<file path="config.mk">
export PLATFORM = sky130hd
export DESIGN_NAME = tank_fill_vent_sequencer_unit
export DESIGN_NICKNAME = d
export VERILOG_FILES = /design/src/rtl/core/tfvs_pkg.sv /design/src/rtl/core/tfvs_median.sv /design/src/rtl/core/tfvs_datapath.sv /design/src/rtl/core/tfvs_ctrl.sv /design/src/rtl/core/tank_fill_vent_sequencer_unit.sv
export VERILOG_INCLUDE_DIRS = /design/src /design/src/rtl/core
export SDC_FILE = /design/constraint.sdc
export NUM_CORES = 1
export LEC_CHECK = 0
export BUFFER_PORTS_ARGS = -buffer_cell sky130_fd_sc_hd__buf_2
export CAP_MARGIN = 40
export CELL_PAD_IN_SITES_DETAIL_PLACEMENT = 0
export CELL_PAD_IN_SITES_GLOBAL_PLACEMENT = 1
export CORE_ASPECT_RATIO = 1.4
export CORE_MARGIN = 2
export CORE_UTILIZATION = 30
export CTS_CLUSTER_DIAMETER = 80
export DETAILED_ROUTE_END_ITERATION = 10
export GPL_TIMING_DRIVEN = 0
export PLACE_DENSITY_LB_ADDON = 0.2
export SLEW_MARGIN = 0
export SYNTH_ARGS = -nofsm -noshare
export SYNTH_HDL_FRONTEND = slang
export SYNTH_SLANG_ARGS = --single-unit
</file>
<file path="constraint.sdc">
create_clock -name clk -period 9.94 [get_ports clk]
set_input_delay 0.994 -clock clk [delete_from_list [all_inputs] [get_ports clk]]
set_output_delay 0.994 -clock clk [all_outputs]
set_load 0.02 [all_outputs]
</file>
<file path="src/rtl/core/tank_fill_vent_sequencer_unit_assert.svh">
// Assertion macros for the tank fill and vent sequencer
`ifndef TANK_FILL_VENT_SEQUENCER_UNIT_ASSERT_SVH
`define TANK_FILL_VENT_SEQUENCER_UNIT_ASSERT_SVH

// same-cycle implication
`define TFVS_ASSERT_IMP(name, clk_s, rst_s, ante, cons) \
	name: assert property (@(posedge clk_s) disable iff (!rst_s) (ante) |-> (cons)) \
		else $error("tfvs: same-cycle check failed");

// next-cycle implication
`define TFVS_ASSERT_NXT(name, clk_s, rst_s, ante, cons) \
	name: assert property (@(posedge clk_s) disable iff (!rst_s) (ante) |=> (cons)) \
		else $error("tfvs: next-cycle check failed");

`endif

</file>
<file path="src/rtl/core/tfvs_pkg.sv">
package tfvs_pkg;

	localparam int P_W       = 19;
	localparam int M_W       = 18;
	localparam int T_W       = 16;
	localparam int OP_W      = 3;
	localparam int ACT_W     = 3;
	localparam int MODE_W    = 2;
	localparam int CFG_IDX_W = 3;
	localparam int CFG_W     = 19;

	typedef logic [OP_W-1:0] op_t;
	localparam op_t OP_SAMPLE      = 3'd0;
	localparam op_t OP_TICK        = 3'd1;
	localparam op_t OP_START       = 3'd2;
	localparam op_t OP_STOP        = 3'd3;
	localparam op_t OP_MANUAL      = 3'd4;
	localparam op_t OP_FILL_CLOSED = 3'd5;
	localparam op_t OP_VENT_CLOSED = 3'd6;

	typedef logic [CFG_IDX_W-1:0] cfg_idx_t;
	localparam cfg_idx_t CFG_PRESSURE_TARGET = 3'd0;
	localparam cfg_idx_t CFG_MASS_TARGET     = 3'd1;
	localparam cfg_idx_t CFG_FILL_OPEN_MS    = 3'd2;
	localparam cfg_idx_t CFG_VENT_OPEN_MS    = 3'd3;
	localparam cfg_idx_t CFG_WAIT_TICKS      = 3'd4;

	localparam logic [T_W-1:0] WAIT_TICKS_RST = 16'd1000;

	typedef enum logic [ACT_W-1:0] {
		ACT_NONE,
		ACT_READY,
		ACT_START,
		ACT_WAITING,
		ACT_FILLING,
		ACT_VENTING,
		ACT_MANUAL_STOP,
		ACT_STOP
	} act_t;

	typedef enum logic [MODE_W-1:0] {
		MODE_READY,
		MODE_WAIT,
		MODE_FILL,
		MODE_VENT
	} mode_t;

	typedef enum logic [1:0] {
		TSEL_NONE,
		TSEL_FILL,
		TSEL_VENT
	} tsel_t;

	typedef struct packed {
		logic  win_wr;
		logic  med_start;
		logic  wait_load;
		logic  wait_dec;
		logic  held_clear;
		logic  out_load;
		logic  out_last;
		act_t  out_action;
		logic  out_cf;
		logic  out_cv;
		logic  out_of;
		logic  out_ov;
		tsel_t out_tsel;
		logic  out_med;
		mode_t out_mode;
	} cmd_t;

	typedef struct packed {
		logic batch_last;
		logic wait_more;
		logic cold;
		logic full;
		logic med_done;
	} stat_t;

endpackage

</file>
<file path="src/rtl/core/tfvs_median.sv">
module tfvs_median #(
	parameter int W = 19,
	parameter int N = 5,
	localparam int IDX_W = (N > 1) ? $clog2(N) : 1
) (
	input  logic                clk,
	input  logic                arst_n,
	input  logic                wr_en,
	input  logic [IDX_W-1:0]    wr_idx,
	input  logic signed [W-1:0] wr_data,
	input  logic                start,
	output logic                done,
	output logic signed [W-1:0] median
);

	localparam int CNT_W = $clog2(N + 1);
	localparam logic [CNT_W-1:0] MID = CNT_W'(N / 2);
	localparam logic [IDX_W-1:0] IDX_LAST = IDX_W'(N - 1);

	logic signed [W-1:0] win_q [N];
	logic                busy_q;
	logic                done_q;
	logic [IDX_W-1:0]    idx_q;
	logic signed [W-1:0] med_q;
	logic signed [W-1:0] cand;
	logic [CNT_W-1:0]    lt_cnt;
	logic [CNT_W-1:0]    le_cnt;
	logic                hit;

	always_ff @(posedge clk) begin
		if (wr_en) begin
			win_q[wr_idx] <= wr_data;
		end
	end

	// candidate is the median when fewer than MID+1 entries are below it
	// and more than MID entries are at or below it
	always_comb begin
		cand   = win_q[idx_q];
		lt_cnt = '0;
		le_cnt = '0;
		for (int j = 0; j < N; j++) begin
			lt_cnt = lt_cnt + CNT_W'(win_q[j] < cand);
			le_cnt = le_cnt + CNT_W'(win_q[j] <= cand);
		end
		hit = (lt_cnt <= MID) && (le_cnt > MID);
	end

	always_ff @(posedge clk or negedge arst_n) begin
		if (!arst_n) begin
			busy_q <= 1'b0;
			done_q <= 1'b0;
			idx_q  <= '0;
		end else begin
			done_q <= 1'b0;
			if (start) begin
				busy_q <= 1'b1;
				idx_q  <= '0;
			end else if (busy_q) begin
				if (idx_q == IDX_LAST) begin
					busy_q <= 1'b0;
					done_q <= 1'b1;
				end else begin
					idx_q <= idx_q + 1'b1;
				end
			end
		end
	end

	always_ff @(posedge clk) begin
		if (busy_q && hit) begin
			med_q <= cand;
		end
	end

	assign done   = done_q;
	assign median = med_q;

endmodule

</file>
<file path="src/rtl/core/tfvs_datapath.sv">
module tfvs_datapath #(
	parameter int MEDIAN_COUNT = 5
) (
	input  logic                               clk,
	input  logic                               arst_n,
	input  tfvs_pkg::cmd_t                     cmd,
	output tfvs_pkg::stat_t                    stat,
	input  logic                               cfg_we,
	input  tfvs_pkg::cfg_idx_t                 cfg_index,
	input  logic [tfvs_pkg::CFG_W-1:0]         cfg_data,
	input  logic signed [tfvs_pkg::P_W-1:0]    pressure_sample,
	input  logic signed [tfvs_pkg::M_W-1:0]    mass_sample,
	output logic                               last,
	output logic [tfvs_pkg::ACT_W-1:0]         action,
	output logic                               close_fill,
	output logic                               close_vent,
	output logic                               open_fill,
	output logic                               open_vent,
	output logic [tfvs_pkg::T_W-1:0]           open_time_ms,
	output logic                               median_valid,
	output logic signed [tfvs_pkg::P_W-1:0]    median_pressure,
	output logic signed [tfvs_pkg::M_W-1:0]    median_mass,
	output logic [tfvs_pkg::MODE_W-1:0]        mode
);
	import tfvs_pkg::*;

	localparam int IDX_W = (MEDIAN_COUNT > 1) ? $clog2(MEDIAN_COUNT) : 1;
	localparam logic [IDX_W-1:0] IDX_LAST = IDX_W'(MEDIAN_COUNT - 1);

	logic signed [P_W-1:0] p_target_q;
	logic signed [M_W-1:0] m_target_q;
	logic [T_W-1:0]        fill_ms_q;
	logic [T_W-1:0]        vent_ms_q;
	logic [T_W-1:0]        wait_ticks_q;
	logic [T_W-1:0]        wait_cnt_q;
	logic [IDX_W-1:0]      bc_q;
	logic signed [P_W-1:0] held_p_q;
	logic signed [M_W-1:0] held_m_q;
	logic signed [P_W-1:0] p_med;
	logic signed [M_W-1:0] m_med;
	logic                  p_done;
	logic                  m_done;

	logic                  last_q;
	act_t                  action_q;
	logic                  cf_q;
	logic                  cv_q;
	logic                  of_q;
	logic                  ov_q;
	logic [T_W-1:0]        time_q;
	logic                  mv_q;
	logic signed [P_W-1:0] mp_q;
	logic signed [M_W-1:0] mm_q;
	mode_t                 mode_q;

	always_ff @(posedge clk or negedge arst_n) begin
		if (!arst_n) begin
			p_target_q   <= '0;
			m_target_q   <= '0;
			fill_ms_q    <= '0;
			vent_ms_q    <= '0;
			wait_ticks_q <= WAIT_TICKS_RST;
		end else if (cfg_we) begin
			case (cfg_index)
				CFG_PRESSURE_TARGET: p_target_q <= cfg_data[P_W-1:0];
				CFG_MASS_TARGET: m_target_q <= cfg_data[M_W-1:0];
				CFG_FILL_OPEN_MS: fill_ms_q <= cfg_data[T_W-1:0];
				CFG_VENT_OPEN_MS: vent_ms_q <= cfg_data[T_W-1:0];
				CFG_WAIT_TICKS: wait_ticks_q <= cfg_data[T_W-1:0];
				default: ;
			endcase
		end
	end

	always_ff @(posedge clk or negedge arst_n) begin
		if (!arst_n) begin
			wait_cnt_q <= '0;
			bc_q       <= '0;
			held_p_q   <= '0;
			held_m_q   <= '0;
		end else begin
			if (cmd.wait_load) begin
				wait_cnt_q <= wait_ticks_q;
			end else if (cmd.wait_dec) begin
				wait_cnt_q <= wait_cnt_q - 1'b1;
			end
			if (cmd.win_wr) begin
				bc_q <= (bc_q == IDX_LAST) ? '0 : bc_q + 1'b1;
			end
			if (cmd.held_clear) begin
				held_p_q <= '0;
				held_m_q <= '0;
			end else if (stat.med_done) begin
				held_p_q <= p_med;
				held_m_q <= m_med;
			end
		end
	end

	tfvs_median #(.W(P_W), .N(MEDIAN_COUNT)) u_med_p (
		.clk     (clk),
		.arst_n  (arst_n),
		.wr_en   (cmd.win_wr),
		.wr_idx  (bc_q),
		.wr_data (pressure_sample),
		.start   (cmd.med_start),
		.done    (p_done),
		.median  (p_med)
	);

	tfvs_median #(.W(M_W), .N(MEDIAN_COUNT)) u_med_m (
		.clk     (clk),
		.arst_n  (arst_n),
		.wr_en   (cmd.win_wr),
		.wr_idx  (bc_q),
		.wr_data (mass_sample),
		.start   (cmd.med_start),
		.done    (m_done),
		.median  (m_med)
	);

	always_comb begin
		stat.batch_last = (bc_q == IDX_LAST);
		stat.wait_more  = (wait_cnt_q > T_W'(1));
		stat.cold       = (held_p_q <= p_target_q);
		stat.full       = (held_m_q >= m_target_q);
		stat.med_done   = p_done & m_done;
	end

	// result word register
	always_ff @(posedge clk) begin
		if (cmd.out_load) begin
			last_q   <= cmd.out_last;
			action_q <= cmd.out_action;
			cf_q     <= cmd.out_cf;
			cv_q     <= cmd.out_cv;
			of_q     <= cmd.out_of;
			ov_q     <= cmd.out_ov;
			case (cmd.out_tsel)
				TSEL_FILL: time_q <= fill_ms_q;
				TSEL_VENT: time_q <= vent_ms_q;
				default: time_q <= '0;
			endcase
			mv_q     <= cmd.out_med;
			mp_q     <= cmd.out_med ? p_med : '0;
			mm_q     <= cmd.out_med ? m_med : '0;
			mode_q   <= cmd.out_mode;
		end
	end

	assign last            = last_q;
	assign action          = action_q;
	assign close_fill      = cf_q;
	assign close_vent      = cv_q;
	assign open_fill       = of_q;
	assign open_vent       = ov_q;
	assign open_time_ms    = time_q;
	assign median_valid    = mv_q;
	assign median_pressure = mp_q;
	assign median_mass     = mm_q;
	assign mode            = mode_q;

endmodule

</file>
<file path="src/rtl/core/tfvs_ctrl.sv">
`include "tank_fill_vent_sequencer_unit_assert.svh"

module tfvs_ctrl (
	input  logic            clk,
	input  logic            arst_n,
	input  logic            item_valid,
	output logic            item_stall,
	input  tfvs_pkg::op_t   operation,
	output logic            result_valid,
	input  logic            result_stall,
	input  tfvs_pkg::stat_t stat,
	output tfvs_pkg::cmd_t  cmd
);
	import tfvs_pkg::*;

	typedef enum logic [1:0] {
		S_IDLE,
		S_MED,
		S_HEAD,
		S_TAIL
	} state_t;

	state_t state_q;
	state_t state_d;
	mode_t  mode_q;
	mode_t  mode_d;
	act_t   second_q;
	act_t   second_d;
	logic   result_valid_q;
	logic   acc;

	assign item_stall   = (state_q != S_IDLE);
	assign acc          = item_valid && !item_stall;
	assign result_valid = result_valid_q;

	always_comb begin
		cmd      = '0;
		state_d  = state_q;
		mode_d   = mode_q;
		second_d = second_q;
		case (state_q)
			S_IDLE: begin
				if (acc) begin
					case (operation)
						OP_SAMPLE: begin
							cmd.win_wr = 1'b1;
							if (stat.batch_last) begin
								cmd.med_start = 1'b1;
								state_d       = S_MED;
							end
						end
						OP_TICK: begin
							if (mode_q == MODE_WAIT) begin
								if (stat.wait_more) begin
									cmd.wait_dec = 1'b1;
								end else if (stat.cold && !stat.full) begin
									mode_d         = MODE_FILL;
									cmd.out_load   = 1'b1;
									cmd.out_last   = 1'b1;
									cmd.out_action = ACT_FILLING;
									cmd.out_of     = 1'b1;
									cmd.out_tsel   = TSEL_FILL;
									state_d        = S_TAIL;
								end else if (!stat.cold) begin
									mode_d         = MODE_VENT;
									cmd.out_load   = 1'b1;
									cmd.out_last   = 1'b1;
									cmd.out_action = ACT_VENTING;
									cmd.out_ov     = 1'b1;
									cmd.out_tsel   = TSEL_VENT;
									state_d        = S_TAIL;
								end else begin
									cmd.wait_load = 1'b1;
								end
							end
						end
						OP_START: begin
							if (mode_q == MODE_READY) begin
								mode_d         = MODE_WAIT;
								cmd.held_clear = 1'b1;
								cmd.wait_load  = 1'b1;
								cmd.out_load   = 1'b1;
								cmd.out_action = ACT_START;
								cmd.out_cf     = 1'b1;
								cmd.out_cv     = 1'b1;
								second_d       = ACT_WAITING;
								state_d        = S_HEAD;
							end
						end
						OP_STOP, OP_MANUAL: begin
							if (mode_q != MODE_READY) begin
								mode_d         = MODE_READY;
								cmd.out_load   = 1'b1;
								cmd.out_cf     = 1'b1;
								cmd.out_cv     = (operation == OP_STOP);
								cmd.out_action = (operation == OP_STOP) ? ACT_STOP
									: ACT_MANUAL_STOP;
								second_d       = ACT_READY;
								state_d        = S_HEAD;
							end
						end
						OP_FILL_CLOSED, OP_VENT_CLOSED: begin
							if ((operation == OP_FILL_CLOSED && mode_q == MODE_FILL) ||
								(operation == OP_VENT_CLOSED && mode_q == MODE_VENT)) begin
								mode_d         = MODE_WAIT;
								cmd.wait_load  = 1'b1;
								cmd.out_load   = 1'b1;
								cmd.out_last   = 1'b1;
								cmd.out_action = ACT_WAITING;
								state_d        = S_TAIL;
							end
						end
						default: ;
					endcase
				end
			end
			S_MED: begin
				if (stat.med_done) begin
					cmd.out_load   = 1'b1;
					cmd.out_last   = 1'b1;
					cmd.out_med    = 1'b1;
					cmd.out_action = ACT_NONE;
					state_d        = S_TAIL;
				end
			end
			S_HEAD: begin
				if (!result_stall) begin
					cmd.out_load   = 1'b1;
					cmd.out_last   = 1'b1;
					cmd.out_action = second_q;
					state_d        = S_TAIL;
				end
			end
			S_TAIL: begin
				if (!result_stall) begin
					state_d = S_IDLE;
				end
			end
			default: state_d = S_IDLE;
		endcase
		cmd.out_mode = mode_d;
	end

	always_ff @(posedge clk or negedge arst_n) begin
		if (!arst_n) begin
			state_q        <= S_IDLE;
			mode_q         <= MODE_READY;
			second_q       <= ACT_NONE;
			result_valid_q <= 1'b0;
		end else begin
			state_q        <= state_d;
			mode_q         <= mode_d;
			second_q       <= second_d;
			result_valid_q <= (state_d == S_HEAD) || (state_d == S_TAIL);
		end
	end

	`TFVS_ASSERT_IMP(a_stall_while_result, clk, arst_n, result_valid, item_stall)
	`TFVS_ASSERT_NXT(a_head_to_tail, clk, arst_n, (state_q == S_HEAD) && !result_stall, (state_q == S_TAIL) && result_valid)
	`TFVS_ASSERT_NXT(a_start_enters_wait, clk, arst_n, acc && (operation == OP_START) && (mode_q == MODE_READY), (mode_q == MODE_WAIT) && result_valid)
	`TFVS_ASSERT_NXT(a_median_result, clk, arst_n, (state_q == S_MED) && stat.med_done, (state_q == S_TAIL) && result_valid)
	`TFVS_ASSERT_IMP(a_start_with_write, clk, arst_n, cmd.med_start, cmd.win_wr && acc)

endmodule

</file>
<file path="src/rtl/core/tank_fill_vent_sequencer_unit.sv">
// Fill and vent sequencer for a cold tank.
// Input channel (item_valid / item_stall) takes one word per operation:
// sample, tick, start, stop, manual action, fill or vent valve closed.
// Result channel (result_valid / result_stall) returns zero, one or two
// words per input; last marks the final word of an input.
// Config channel (cfg_valid / cfg_ready, always ready) writes the targets,
// valve open times and the wait length; write only while the block is idle.
// A result word is registered and shows in the cycle after its input is taken.
// A sample that closes a batch runs a median scan, one candidate per cycle over
// the MEDIAN_COUNT stored entries; its word is loaded once both scans are done.
// Throughput: inputs with no result can be taken every cycle; an input with
// result words holds off the next input until its last word is taken, and
// longer while the receiver stalls.
// A stalled result word holds and item_stall stays high until the last
// word of the input is taken; one input is in flight at a time.
// Reset: mode ready, wait count, batch count and held medians cleared,
// config to its defaults (wait_ticks 1000, the rest 0).
module tank_fill_vent_sequencer_unit #(
	parameter int MEDIAN_COUNT = 5
) (
	input  logic                               clk,
	input  logic                               arst_n,
	input  logic                               item_valid,
	output logic                               item_stall,
	input  logic [tfvs_pkg::OP_W-1:0]          operation,
	input  logic signed [tfvs_pkg::P_W-1:0]    pressure_sample,
	input  logic signed [tfvs_pkg::M_W-1:0]    mass_sample,
	output logic                               result_valid,
	input  logic                               result_stall,
	output logic                               last,
	output logic [tfvs_pkg::ACT_W-1:0]         action,
	output logic                               close_fill,
	output logic                               close_vent,
	output logic                               open_fill,
	output logic                               open_vent,
	output logic [tfvs_pkg::T_W-1:0]           open_time_ms,
	output logic                               median_valid,
	output logic signed [tfvs_pkg::P_W-1:0]    median_pressure,
	output logic signed [tfvs_pkg::M_W-1:0]    median_mass,
	output logic [tfvs_pkg::MODE_W-1:0]        mode,
	input  logic                               cfg_valid,
	output logic                               cfg_ready,
	input  logic [tfvs_pkg::CFG_IDX_W-1:0]     cfg_index,
	input  logic [tfvs_pkg::CFG_W-1:0]         cfg_data
);
	import tfvs_pkg::*;

	cmd_t cmd;
	stat_t stat;
	logic cfg_we;

	assign cfg_ready = 1'b1;
	assign cfg_we    = cfg_valid && cfg_ready;

	tfvs_ctrl u_ctrl (
		.clk          (clk),
		.arst_n       (arst_n),
		.item_valid   (item_valid),
		.item_stall   (item_stall),
		.operation    (operation),
		.result_valid (result_valid),
		.result_stall (result_stall),
		.stat         (stat),
		.cmd          (cmd)
	);

	tfvs_datapath #(.MEDIAN_COUNT(MEDIAN_COUNT)) u_dp (
		.clk             (clk),
		.arst_n          (arst_n),
		.cmd             (cmd),
		.stat            (stat),
		.cfg_we          (cfg_we),
		.cfg_index       (cfg_index),
		.cfg_data        (cfg_data),
		.pressure_sample (pressure_sample),
		.mass_sample     (mass_sample),
		.last            (last),
		.action          (action),
		.close_fill      (close_fill),
		.close_vent      (close_vent),
		.open_fill       (open_fill),
		.open_vent       (open_vent),
		.open_time_ms    (open_time_ms),
		.median_valid    (median_valid),
		.median_pressure (median_pressure),
		.median_mass     (median_mass),
		.mode            (mode)
	);

endmodule
</file>
Yosys cells after proc, flatten, opt, wreduce, memory -nomap -nowiden. Memory sizes are Yosys's and may differ from the RTL's. Cells that the tools add are included.

Bits in registers: 260. Output and inout port bits: 67. Memory bits (writable): 185. Input bits: 67. Memories kept: 2.

Equality and inequality tests: 27. $add $sub $neg: 20. Muxes and demuxes: 96. Bitwise operators: 5. Reductions and logical operators: 36. Order comparisons: 27.

Memory list: u_dp.u_med_p.win_q (depth 5, width 19, rd ports 6, clocked after memory_dff 0, write ports 1, RTL line tfvs_median.sv:20) `logic signed [W-1:0] win_q [N];`; u_dp.u_med_m.win_q (depth 5, width 18, rd ports 6, clocked after memory_dff 0, write ports 1, RTL line tfvs_median.sv:20).

Operators by type and width (number): 19-bit less-or-equal comparator (6); 19-bit < comparator (5); 18-bit less-or-equal comparator (5); 18-bit < comparator (5); 2-bit two-way mux (26); 16-bit two-way mux (3); 5-bit two-way mux (9); 19-bit two-way mux (2); 18-bit two-way mux (2); 16-bit case mux with 2 select lines (1); 3-bit two-way mux (10); 1-bit two-way mux (29); 3-bit by 1-bit adder with 3-bit output (8); 3-bit == test, second input constant (7); 18-bit >= comparator (1); 16-bit by 1-bit > comparator with 1-bit output, second input constant (1); 4-bit two-way mux (4); 2-bit case mux with 4 select lines (2); 2-bit AND reduction (8); 16-bit by 1-bit subtractor with 16-bit output, second input constant (1); 5-bit case mux with 3 select lines (1); 2-bit == test, second input constant (7); 2-bit nonzero test (7); 2-bit by 1-bit adder with 3-bit output (4); 27 further kinds (57).

Logic depth before layout (Yosys ltp). Gate-level depths: netlist of the first run.

Word-level depth: 11. Mapped depth: 20. Depth with buffers taken out: 18.

By module. Synthesis of the first run repeated with hierarchy kept, for this count alone.

Cells, all modules: 2005. Area total of the unflattened synthesis: 27427.6 µm².

By module, submodules not included: tfvs_median (u_dp.u_med_p) (area an instance 9163.8 µm², times used 1, cells an instance 559); tfvs_datapath (area an instance 8903.5 µm², times used 1, cells an instance 776); tfvs_median (u_dp.u_med_m) (area an instance 8525.7 µm², times used 1, cells an instance 551); tfvs_ctrl (area an instance 823.3 µm², times used 1, cells an instance 117); tank_fill_vent_sequencer_unit (area an instance 11.3 µm², times used 1, cells an instance 2).

Least setup slack after synthesis of the first run. OpenSTA, ideal clock, no wires.

Path type: reg2reg. Start: reg u_dp.u_med_m.idx_q[0]. End: reg u_dp.u_med_m.med_q[0], in the netlist u_dp.u_med_m.median[0], enable pin. Data required time: 9447 ps. Clock period less this slack: 8732 ps. Setup time: 493 ps. Setup slack: 1208 ps. Stages on the path, launching flop included: 19. Arrival: 8239 ps. Path through: dfrtp_1 -> clkbuf_1 -> buf_1 -> mux4_2 -> mux2i_1 -> ha_1 -> a21o_1 -> a21o_1 -> a221oi_1 -> o21ai_0 -> a221o_1 -> a221oi_1 -> a221o_1 -> a21oi_1 -> fa_1 -> inv_1 -> fa_1 -> ha_1 -> a2111oi_0.

Cells in the longest elaborated chain, start to end: 9. Elaborated cells on any way between the ends: 23.

RTL lines: start, declared (RTL line tfvs_median.sv:23) `logic [IDX_W-1:0] idx_q;`; start signal, assigned (RTL line tfvs_median.sv:64) `idx_q <= idx_q + 1'b1;`; memory read 5 x 18 bit (*); 18-bit < comparator or 18-bit less-or-equal comparator (tied branches) (RTL line tfvs_median.sv:43, tfvs_median.sv:44); 1-bit by 1-bit adder with 2-bit output, on equally long branches (RTL line tfvs_median.sv:43, tfvs_median.sv:44); 2-bit by 1-bit adder with 3-bit output, on equally long branches (RTL line tfvs_median.sv:43, tfvs_median.sv:44); 3-bit by 1-bit adder with 3-bit output, on equally long branches (2 in a row) (RTL line tfvs_median.sv:43, tfvs_median.sv:44); 3-bit by 2-bit less-or-equal comparator with 1-bit output or 3-bit by 2-bit > comparator with 1-bit output (tied branches) (RTL line tfvs_median.sv:46) `hit = (lt_cnt <= MID) && (le_cnt > MID);`; 1-bit logical AND (*) (RTL line tfvs_median.sv:46); 1-bit logical AND (*) (RTL line tfvs_median.sv:71) `if (busy_q && hit) begin`; end signal, assigned (RTL line tfvs_median.sv:72) `med_q <= cand;`; end, declared (RTL line tfvs_median.sv:24) `logic signed [W-1:0] med_q;`.

Mark *: on every way between the ends. The rest lies on a longest branch, timed or not. A chain may end at the register's enable or synchronous reset.

Worst setup path after layout of the first run.
Start: reg u_dp.u_med_m.idx_q[1]. End: reg u_dp.u_med_m.med_q[3], in the netlist u_dp.u_med_m.median[3], enable pin.

The elaborated chain is that of the path after synthesis.

==> impl_metrics.yaml, run 1 <==
synth:
  synthArstFlopShare_pct: 28.47
  postSynthCellCount: 1995
  synth_top_cell_area_share_pct: 43.91
  yosysTopAreaCell: "edfxtp_1"
  syn_area_um2: 27150
  postSynthNetCount: 2310
  netlist_top_cells_count: "edfxtp_1 (397), ha_1 (240), nand2_1 (160), dfrtp_1 (152), inv_1 (126)"
  synth.most_common_cell: "edfxtp_1"
  yosysWarnings: 0
  synth_area_leaders: "edfxtp_1 (44%), dfrtp_1 (14%), ha_1 (11%)"
  syn_avg_cell_area_um2: 13.61
  synth_edf_count: 397
  synth_seq_cells: 555
  ys.flop_type: "edfxtp_1"
  ys_types: 66
  yosysSeqAreaShare_pct: 58.50
layout:
  finish.utilization_pct: 35.65
  layout-drive-gt1-share_pct: 19.16
  antenna_cells: 0
  fill_cells: 8807
  nNetsFinal: 2550
  area_delta_synth_final_pct: 17.89
cts:
  clock-sinks: 555
  h-tree-depth: 2
  cts_hold_buf: 0
  cts_made_buffers: 56
  path_clk_slew_ns: 0.07
  cts_setup_buffers: 0
  tritoncts: "done"
  cts_root_buffer: "clkbuf_16"
  insertion_delay_ns: 0.63
  ctsLongestPathBuffers: 3
  cts-resized-gates: 0
routing:
  routed_wl_mm: 77.48
  viasPerCell: 4.886
  wl_per_cell_um: 22.33
  dr.pass1.iters: 5
  ant_nets: 0
  first_iter_violations: 930
  drc: 0
  vias: 16948
sta:
  setup-tns-final_ns: 0
  finalHoldViolCount: 0
  worst_pin_slew_ns: 0.8200
  rsz0062_at_grt: "false"
  fin_skew_ns: 0.02200
  relSlewSlack_pct: 43.77
  fmax_mhz: 133.1
  setup_violations: 0
  slew_viol_final: 0
  fin_crit_ns: 7.515
  period_share_pct: 75.61
die:
  dieArea_um2: 92960
  start_util_pct: 30.24
  io_pins: 134
  dieHeight_um: 360.0
  die-width_um: 258.3
  row_count: 130
  core_um2: 89790
setup_path:
  crit_chain: "clkbuf_1 -> buf_1 -> mux4_2 -> mux2i_1 -> ha_1 -> a21o_1 -> a21o_1 -> a221oi_1 -> o21ai_0 -> a221o_1 -> a221oi_1 -> a221o_1 -> a21oi_1 -> fa_1 -> inv_1 -> fa_1 -> ha_1 -> a2111oi_2 -> buf_2"
  critPathArrivalTime_ns: 7.83
  max_stage_delay_ns: 0.69
  crit_path_end_kind: "register"
  critPathSlowestCell: "buf_1"
  path_max_fanout: 10
  critPathKind: "reg2reg"
  crit_required_ns: 10.25
  worst_setup_path_start_kind: "register"
status:
  run_status: "finished clean"
grt:
  track_usage_pct: 16.75
  first_global_vias: 18337
  grt_pass1_wl_mm: 116.8
  grt-ovfl-total: 0
  grt_max_degree: 108
  antenna_found_initial: 5
placement:
  io_buffers: 131
  gp_congestion: 0.8202
  hpwlAfterDp_mm: 60.15
job:
  maxCapViolCount: 0
power:
  power.leakage_nw: 12.89
  power_density_nw_per_um2: 254.4
  vdd_ir_drop_max_uv: 128.1
hold_path:
  hold_path_class: "in2async"
[cells by family after synthesis]
kind of cell / after synthesis / synth area share [%]
mux: 171 / 10.07
other cells: 1 / 0.01381
xor+xnor: 13 / 0.4193
buf+inv: 194 / 2.723
compound gates: 352 / 8.152
simple gates: 461 / 8.474
flops: 555 / 58.49
fa+ha+maj: 248 / 11.65
[sequential cells by signal, summed over array words and instances (netlist names), 16 cells and up]
name,flops
u_dp.u_med_p.win_q,152
u_dp.u_med_m.win_q,144
u_dp.held_p_q,19
u_dp.median_pressure,19
u_dp.p_target_q,19
u_dp.u_med_p.median,19
u_dp.held_m_q,18
u_dp.m_target_q,18
u_dp.median_mass,18
u_dp.u_med_m.median,18
u_dp.fill_ms_q,16
u_dp.open_time_ms,16
u_dp.vent_ms_q,16
u_dp.wait_cnt_q,16
u_dp.wait_ticks_q,16
[metrics by stage]
step	instance area, um^2	hold slack, ns	instances	power [W]	setup WS (ns)
final	32010	0.2847	3469	0.008144	2.425
after global routing	32010	0.2882	3469	0.008695	1.941
after CTS	32010	0.2755	3469	0.008271	2.289
after detailed placement	30100	0.4523	3365	0.005998	2.339
after global placement	29290	0.4556	3314	0.005832	-1.714
after floorplan	27150	0.4346	1995	0.004887	1.208
[worst max-delay path: cells and delay by family, from the launching register on]
kind,cells,cell delay [ns]
AO/OA/AOI/OAI,9,2.50
buffers and inverters,4,1.70
adder cells (fa/ha/maj),4,1.60
multiplexers,2,1.02
flip-flops,1,0.36
[placed cells by master (no fill, tap or decap), drive strengths merged, types with 5 or more instances in the layout]
master,count
nand3,19
clkbuf,127
mux2,57
a221o,9
fa,8
o21ai,95
o21a,15
edfxtp,397
nand4,35
buf,197
clkinv,19
nor4,9
mux2i,40
ha,240
and4,9
o221a,5
nor3,24
mux4,74
or2,8
xor2,10
nor2b,20
a21boi,5
dfstp,6
a21o,53
nand2,160
nor2,86
a31oi,7
bufinv,8
nand2b,15
and2,43
a21oi,101
inv,128
a211oi,8
a221oi,6
or3,6
a22oi,17
dfrtp,152
and3,8
[power breakdown]
group	leakage, nW	internal, W	switching [W]
Combinational	6.38	0.00127	0.00180
Clock	0.943	0.00130	0.000927
Sequential	5.57	0.00273	0.000112
Total	12.9	0.00531	0.00284
[area by class of cell]
cell class                 count  area, um^2  area share (%)
clock inverter                30       364.1           1.137
clock buffer                  74        1550           4.843
sequential                   555       15880           49.62
inverter                     126       473.0           1.478
tap                         1188        1486           4.644
buffer                        68       266.5          0.8326
multi-input combinational   1246       10610           33.14
timing repair buffer         182        1378           4.304
[metal layers]
metal	vias to the layer above	routed length (um)	global-route usage, %
li1	7991	-	-
met1	8487	31080	19.51
met2	333	41250	31.15
met3	129	2613	2.338
met4	8	2483	5.678
met5	-	51	0
[path summary, 6_finish.rpt]
kind	end	cells after the start	slack, ns	startpoint
min	u_ctrl.mode_q[0]$_DFF_PN0_	1	0.28	arst_n
max reg2reg	u_dp.u_med_m.median[3]$_DFFE_PP_	19	2.42	u_dp.u_med_m.idx_q[1]$_DFFE_PN0P_
min in group clk	u_ctrl.second_q[0]$_DFFE_PN0P_	1	0.47	u_ctrl.second_q[0]$_DFFE_PN0P_
min reg2reg	u_ctrl.second_q[0]$_DFFE_PN0P_	1	0.47	u_ctrl.second_q[0]$_DFFE_PN0P_
max	u_dp.u_med_m.median[3]$_DFFE_PP_	19	2.42	u_dp.u_med_m.idx_q[1]$_DFFE_PN0P_
max in group asynchronous	u_dp.p_target_q[8]$_DFFE_PN0P_	2	8.71	arst_n
(Power assumes the default switching activity.)
==> run 2: changes to the inputs <==
Clock period 9.94 ns to 6.2 ns, I/O delays scaled along.
==> run 2 against run 1 <==
Fmax is 26% higher. Wire length down 1.5%. Sequential power is 60% higher. Core utilization is 0.34 points higher. Sequential cell count did not move. First-iteration DRC count is 2.2% lower. Non-clock buffer count increased by 6. Total power grew 62%. Sequential share of layout area shrank 0.47 points. Design area increased by 0.95%. Largest cell class unchanged.
==> impl_metrics.yaml, run 2 (synthesized netlist as in run 1, its figures left out) <==
grt:
  grt-ovfl-total: 0
  antenna_found_initial: 6
  grt_pass1_wl_mm: 114.4
  first_global_vias: 18098
  grt_max_degree: 118
  track_usage_pct: 16.42
routing:
  wl_per_cell_um: 21.93
  dr.pass1.iters: 5
  routed_wl_mm: 76.30
  vias: 16934
  ant_nets: 0
  first_iter_violations: 910
  viasPerCell: 4.866
  drc: 0
die:
  start_util_pct: 30.24
  row_count: 130
  io_pins: 134
  die-width_um: 258.3
  dieHeight_um: 360.0
  core_um2: 89790
  dieArea_um2: 92960
power:
  power_density_nw_per_um2: 409.4
  vdd_ir_drop_max_uv: 233.8
  swShare_pct: 35.39
  p_sw_w: 0.004681
  power.leakage_nw: 12.85
  p_seq_share_pct: 34.4
  internal-power_w: 0.008547
  comb_power_share_pct: 39.2
  clkPwrFrac_pct: 26.4
status:
  run_status: "finished clean"
cts:
  cts_made_buffers: 58
  tritoncts: "done"
  h-tree-depth: 2
  cts_root_buffer: "clkbuf_16"
  insertion_delay_ns: 0.64
  path_clk_slew_ns: 0.06
  clock-sinks: 555
  ctsLongestPathBuffers: 3
layout:
  fin_cells: 3480
  regMostFlops: "u_dp.u_med_p.win_q"
  nNetsFinal: 2558
  antenna_cells: 0
  largest_register_ffs: 152
  area_delta_synth_final_pct: 19.01
  final_common_cell: "edfxtp_1"
  mostFrequentLayoutCells: "edfxtp_1 (397), ha_1 (240), nand2_1 (160)"
  layout-drive-gt1-share_pct: 21.03
  finish.utilization_pct: 35.99
  largestRegisters: "u_dp.u_med_p.win_q: 152 flops, u_dp.u_med_m.win_q: 144 flops"
  fin_area_um2: 32310
placement:
  dpl-instance-area_um2: 30050
  io_buffers: 131
  gp_congestion: 0.8317
  dp.cells: 3357
  hpwlAfterDp_mm: 58.71
  pre_cts_ws_ns: -1.067
setup_path:
  reg2reg_from: "u_dp.u_med_p.idx_q[0]$_DFFE_PN0P_"
  reg2regPathDepth: 22
  path_delay_family: "adder cells"
  critPathSlowestCell: "mux4_2"
  r2r_end: "u_dp.u_med_p.median[2]$_DFFE_PP_"
  critPathKind: "reg2reg"
  path_max_fanout: 8
  crit_chain: "clkbuf_1 -> clkbuf_2 -> buf_8 -> mux4_2 -> mux2i_4 -> ha_1 -> a21o_1 -> a21oi_1 -> nor2b_1 -> o31ai_1 -> a21oi_1 -> o21ai_0 -> a221o_1 -> nor2_1 -> fa_1 -> inv_1 -> fa_1 -> ha_1 -> nor3b_1 -> nor4b_4 -> buf_4 -> buf_2"
  max_stage_delay_ns: 0.55
  crit_buf_inv: 6
  crit_path_end_kind: "register"
  critPathArrivalTime_ns: 6.29
  r2r_slack_ns: 0.24
  crit_required_ns: 6.52
  worst_setup_path_start_kind: "register"
sta:
  fin_crit_ns: 5.962
  setup_ws_ns: 0.2383
  setup-tns-final_ns: 0
  period_share_pct: 96.16
  worst_pin_slew_ns: 0.8526
  fmax_mhz: 167.7
  fin_skew_ns: 0.02376
  relSlewSlack_pct: 42.85
  setup_violations: 0
  slew_viol_final: 0
  finalHoldViolCount: 0
hold_path:
  min_path_cells: 3
  hp-start: "cfg_data[18]"
  hold_path_end: "u_dp.p_target_q[18]$_DFFE_PN0P_"
  hold_path_class: "in2reg"
job:
  maxCapViolCount: 0
[run 2: timing repair]
action | 4_1_cts | 5_1_grt
hold endpoints to repair | 41 | 0
hold buffers | 1 | 0
cloned | 0 | 1
endpoints found under the setup margin | 37 | 37
gates resized for setup | 47 | 25
setup buffers | 2 | 10
pin swaps | 1 | 2
[run 2: worst max path at each step]
stage | start | end | cells after the start
floorplan | u_dp.u_med_m.idx_q[0]$_DFFE_PN0P_ | u_dp.u_med_m.median[0]$_DFFE_PP_ | 18
global placement | u_ctrl.state_q[1]$_DFF_PN0_ | u_dp.u_med_p.win_q[1][7]$_DFFE_PP_ | 6
detailed placement | u_dp.u_med_m.idx_q[0]$_DFFE_PN0P_ | u_dp.u_med_m.median[6]$_DFFE_PP_ | 19
CTS | u_dp.u_med_p.idx_q[0]$_DFFE_PN0P_ | u_dp.u_med_p.median[13]$_DFFE_PP_ | 21
global route | u_dp.u_med_p.idx_q[0]$_DFFE_PN0P_ | u_dp.u_med_p.median[2]$_DFFE_PP_ | 22
finish | u_dp.u_med_p.idx_q[0]$_DFFE_PN0P_ | u_dp.u_med_p.median[2]$_DFFE_PP_ | 22
[run 2: metal layers]
| metal | vias to the layer above | wire length (um) | global-route usage [%] | part of all wire [%] |
|---|---|---|---|---|
| li1 | 8023 | - | - | - |
| met1 | 8433 | 30880 | 19.33 | 40 |
| met2 | 331 | 39620 | 29.77 | 52 |
| met3 | 139 | 2862 | 2.591 | 3.8 |
| met4 | 8 | 2895 | 6.290 | 3.8 |
| met5 | - | 38 | 0 | 0.050 |
[run 2: per-stage QoR]
step           hold slack, ns  total power, W
3_5_place_dp           0.4530        0.009587
3_3_place_gp           0.4551        0.009397
4_1_cts                0.1849         0.01330
5_1_grt                0.2047         0.01410
2_1_floorplan          0.3244        0.007955
6_report               0.2277         0.01323
[run 2: power by group through the flow]
stage	logic, W	registers [W]	clock network, W
final	0.00518	0.00455	0.00350
after CTS	0.00514	0.00455	0.00360
after global routing	0.00579	0.00459	0.00372
after floorplan	0.00328	0.00468	0
after global placement	0.00475	0.00464	0
after detailed placement	0.00496	0.00463	0
[run 2: worst min-delay path, cell delays in order]
cell     delay (ns)
buf_2          0.09
nand2_1        0.04
o21ai_0        0.06
[run 2: cell type report]
class	count	area [um^2]
Tap cell	1188	1486
Fill cell	8772	57470
Multi-Input combinational cell	1246	10870
Inverter	126	473.0
Timing Repair Buffer	188	1409
Clock inverter	30	264.0
Clock buffer	79	1612
Sequential cell	555	15880
Buffer	68	317.8
==> run 3: changes to the inputs <==
Settings changed: CORE_ASPECT_RATIO 1.4 to 1.2.
==> run 3 against run 2 <==
Sequential share of layout area about the same. Largest cell class unchanged. Wire length increased by 0.38%. Critical path depth decreased by 1. Clock skew decreased by 0.0062 ns. Setup slack improved by 0.018 ns. Clock-buffer cell count decreased by 9. Sequential power about the same. Total power increased by 2.1%. Die area about the same. Combinational power about the same. Sequential cell count unchanged. Via count increased by 0.84%.
==> impl_metrics.yaml, run 3 (synthesized netlist as in run 1, its figures left out) <==
sta:
  period_share_pct: 95.87
  hold_ws_ns: 0.2538
  relSlewSlack_pct: 43.81
  slew_viol_final: 0
  fin_skew_ns: 0.01752
  finalHoldViolCount: 0
  setup-tns-final_ns: 0
  fmax_mhz: 168.2
  worst_pin_slew_ns: 0.8193
  setup_violations: 0
  fin_crit_ns: 5.944
layout:
  largest_register_ffs: 152
  largestRegisters: "u_dp.u_med_p.win_q: 152 flops, u_dp.u_med_m.win_q: 144 flops"
  antenna_cells: 0
  final_common_cell: "edfxtp_1"
  finish.utilization_pct: 36.15
  mostFrequentLayoutCells: "edfxtp_1 (397), ha_1 (240), nand2_1 (160)"
  layout-drive-gt1-share_pct: 21.54
  area_delta_synth_final_pct: 19.14
  regMostFlops: "u_dp.u_med_p.win_q"
  fin_area_um2: 32350
  nNetsFinal: 2555
cts:
  clock-sinks: 555
  insertion_delay_ns: 0.63
  tritoncts: "done"
  ctsLongestPathBuffers: 3
  cts_root_buffer: "clkbuf_16"
  h-tree-depth: 2
  path_clk_slew_ns: 0.06
  cts_made_buffers: 59
setup_path:
  worstSetupPathDepth: 21
  critPathSlowestCell: "fa_1"
  critPathKind: "reg2reg"
  path_max_fanout: 10
  path_delay_family: "adder cells"
  reg2regPathDepth: 21
  worst_setup_path_start_kind: "register"
  max_stage_delay_ns: 0.59
  crit_path_end_kind: "register"
  critPathArrivalTime_ns: 6.27
  crit_required_ns: 6.53
  crit_chain: "clkbuf_2 -> buf_1 -> buf_6 -> mux4_2 -> mux2i_4 -> ha_1 -> a21oi_1 -> nor2b_1 -> o21ai_0 -> nand2b_1 -> a2111oi_2 -> buf_1 -> a221o_1 -> a21oi_1 -> fa_1 -> inv_1 -> fa_1 -> ha_1 -> nor3b_1 -> nor4b_4 -> buf_4"
  crit_buf_inv: 6
die:
  core_um2: 89490
  io_pins: 134
  dieArea_um2: 92940
  dieHeight_um: 333.6
  start_util_pct: 30.34
  row_count: 120
  die-width_um: 278.6
routing:
  vias: 17077
  viasPerCell: 4.953
  drc: 0
  wl_per_cell_um: 22.21
  dr.pass1.iters: 7
  ant_nets: 0
  routed_wl_mm: 76.59
  first_iter_violations: 1171
job:
  maxCapViolCount: 0
power:
  power.leakage_nw: 12.90
  p_total_w: 0.01350
  power_density_nw_per_um2: 417.4
  vdd_ir_drop_max_uv: 223.2
placement:
  dpl-instance-area_um2: 29920
  hpwlAfterDp_mm: 57.26
  gp_congestion: 0.8329
  io_buffers: 131
grt:
  grt-ovfl-total: 0
  track_usage_pct: 16.44
  grt_pass1_wl_mm: 114.5
  grt_max_degree: 116
  first_global_vias: 17872
  antenna_found_initial: 7
status:
  run_status: "finished clean"
hold_path:
  hold_path_class: "in2reg"
  min_path_cells: 3
## run 3: changes by cell type in the layout (fill, tap and decap cells not counted), moves of 3 or more
cell,previous run,this run
clkbuf_1,60,49
bufinv_16,4,9
clkinv_1,10,7
buf_16,7,3
clkinv_4,1,5
clkbuf_8,7,3
## run 3: timing repair
item | 4_1_cts | 5_1_grt
cloned | 0 | 0
hold buffers | 1 | 0
setup buffers | 3 | 10
setup endpoints to repair | 37 | 37
hold endpoints to repair | 43 | 0
pin swaps | 2 | 1
gates resized for setup | 40 | 35
## run 3: worst paths after layout
path                                                   start                           endpoint  slack [ns]
max                        u_dp.u_med_p.idx_q[1]$_DFFE_PN0P_   u_dp.u_med_p.median[3]$_DFFE_PP_        0.26
min                                             cfg_data[16]    u_dp.m_target_q[16]$_DFFE_PN0P_        0.25
max reg2reg                u_dp.u_med_p.idx_q[1]$_DFFE_PN0P_   u_dp.u_med_p.median[3]$_DFFE_PP_        0.26
min reg2reg                   u_ctrl.second_q[0]$_DFFE_PN0P_     u_ctrl.second_q[0]$_DFFE_PN0P_        0.48
max in group asynchronous                             arst_n  u_dp.u_med_p.idx_q[2]$_DFFE_PN0P_        4.76
min in group asynchronous                             arst_n    u_dp.wait_cnt_q[15]$_DFFE_PN0P_        0.48
## run 3: area by class of cell
type,instances,area [um^2]
fillers,8640,57140
flip-flops and latches,555,15890
multi-input cells,1246,10850
clock buffers,70,1590
well taps,1159,1450
repair buffers,187,1325
inverters,126,473.0
clock inverters,40,461.7
plain buffers,65,314.1
## run 3: worst min-delay path, stage by stage
cell     delay [ns]
buf_2          0.11
nand2_1        0.04
o21ai_0        0.06
## run 3: power by group
| group | internal [W] | total, W | switching [W] |
|---|---|---|---|
| Combinational | 0.00219 | 0.00517 | 0.00298 |
| Clock | 0.00221 | 0.00375 | 0.00154 |
| Sequential | 0.00438 | 0.00458 | 0.000202 |
| Total | 0.00878 | 0.0135 | 0.00472 |
## run 3: layer usage
| metal | global-route usage, % | up-vias | share of wire [%] |
|---|---|---|---|
| met4 | 4.896 | 8 | 2.9 |
| met5 | 0 | - | 0.067 |
| met3 | 2.669 | 122 | 3.9 |
| met2 | 28.35 | 342 | 49 |
| met1 | 21.18 | 8597 | 44 |
| li1 | - | 8008 | - |
## run 3: stage by stage
stage / worst slack, ns / std cells
after global routing: -0.02146 / 3448
after global placement: -2.497 / 3285
after detailed placement: -1.239 / 3327
after floorplan: 0.08058 / 1995
final: 0.2562 / 3448
after CTS: 0.004325 / 3440
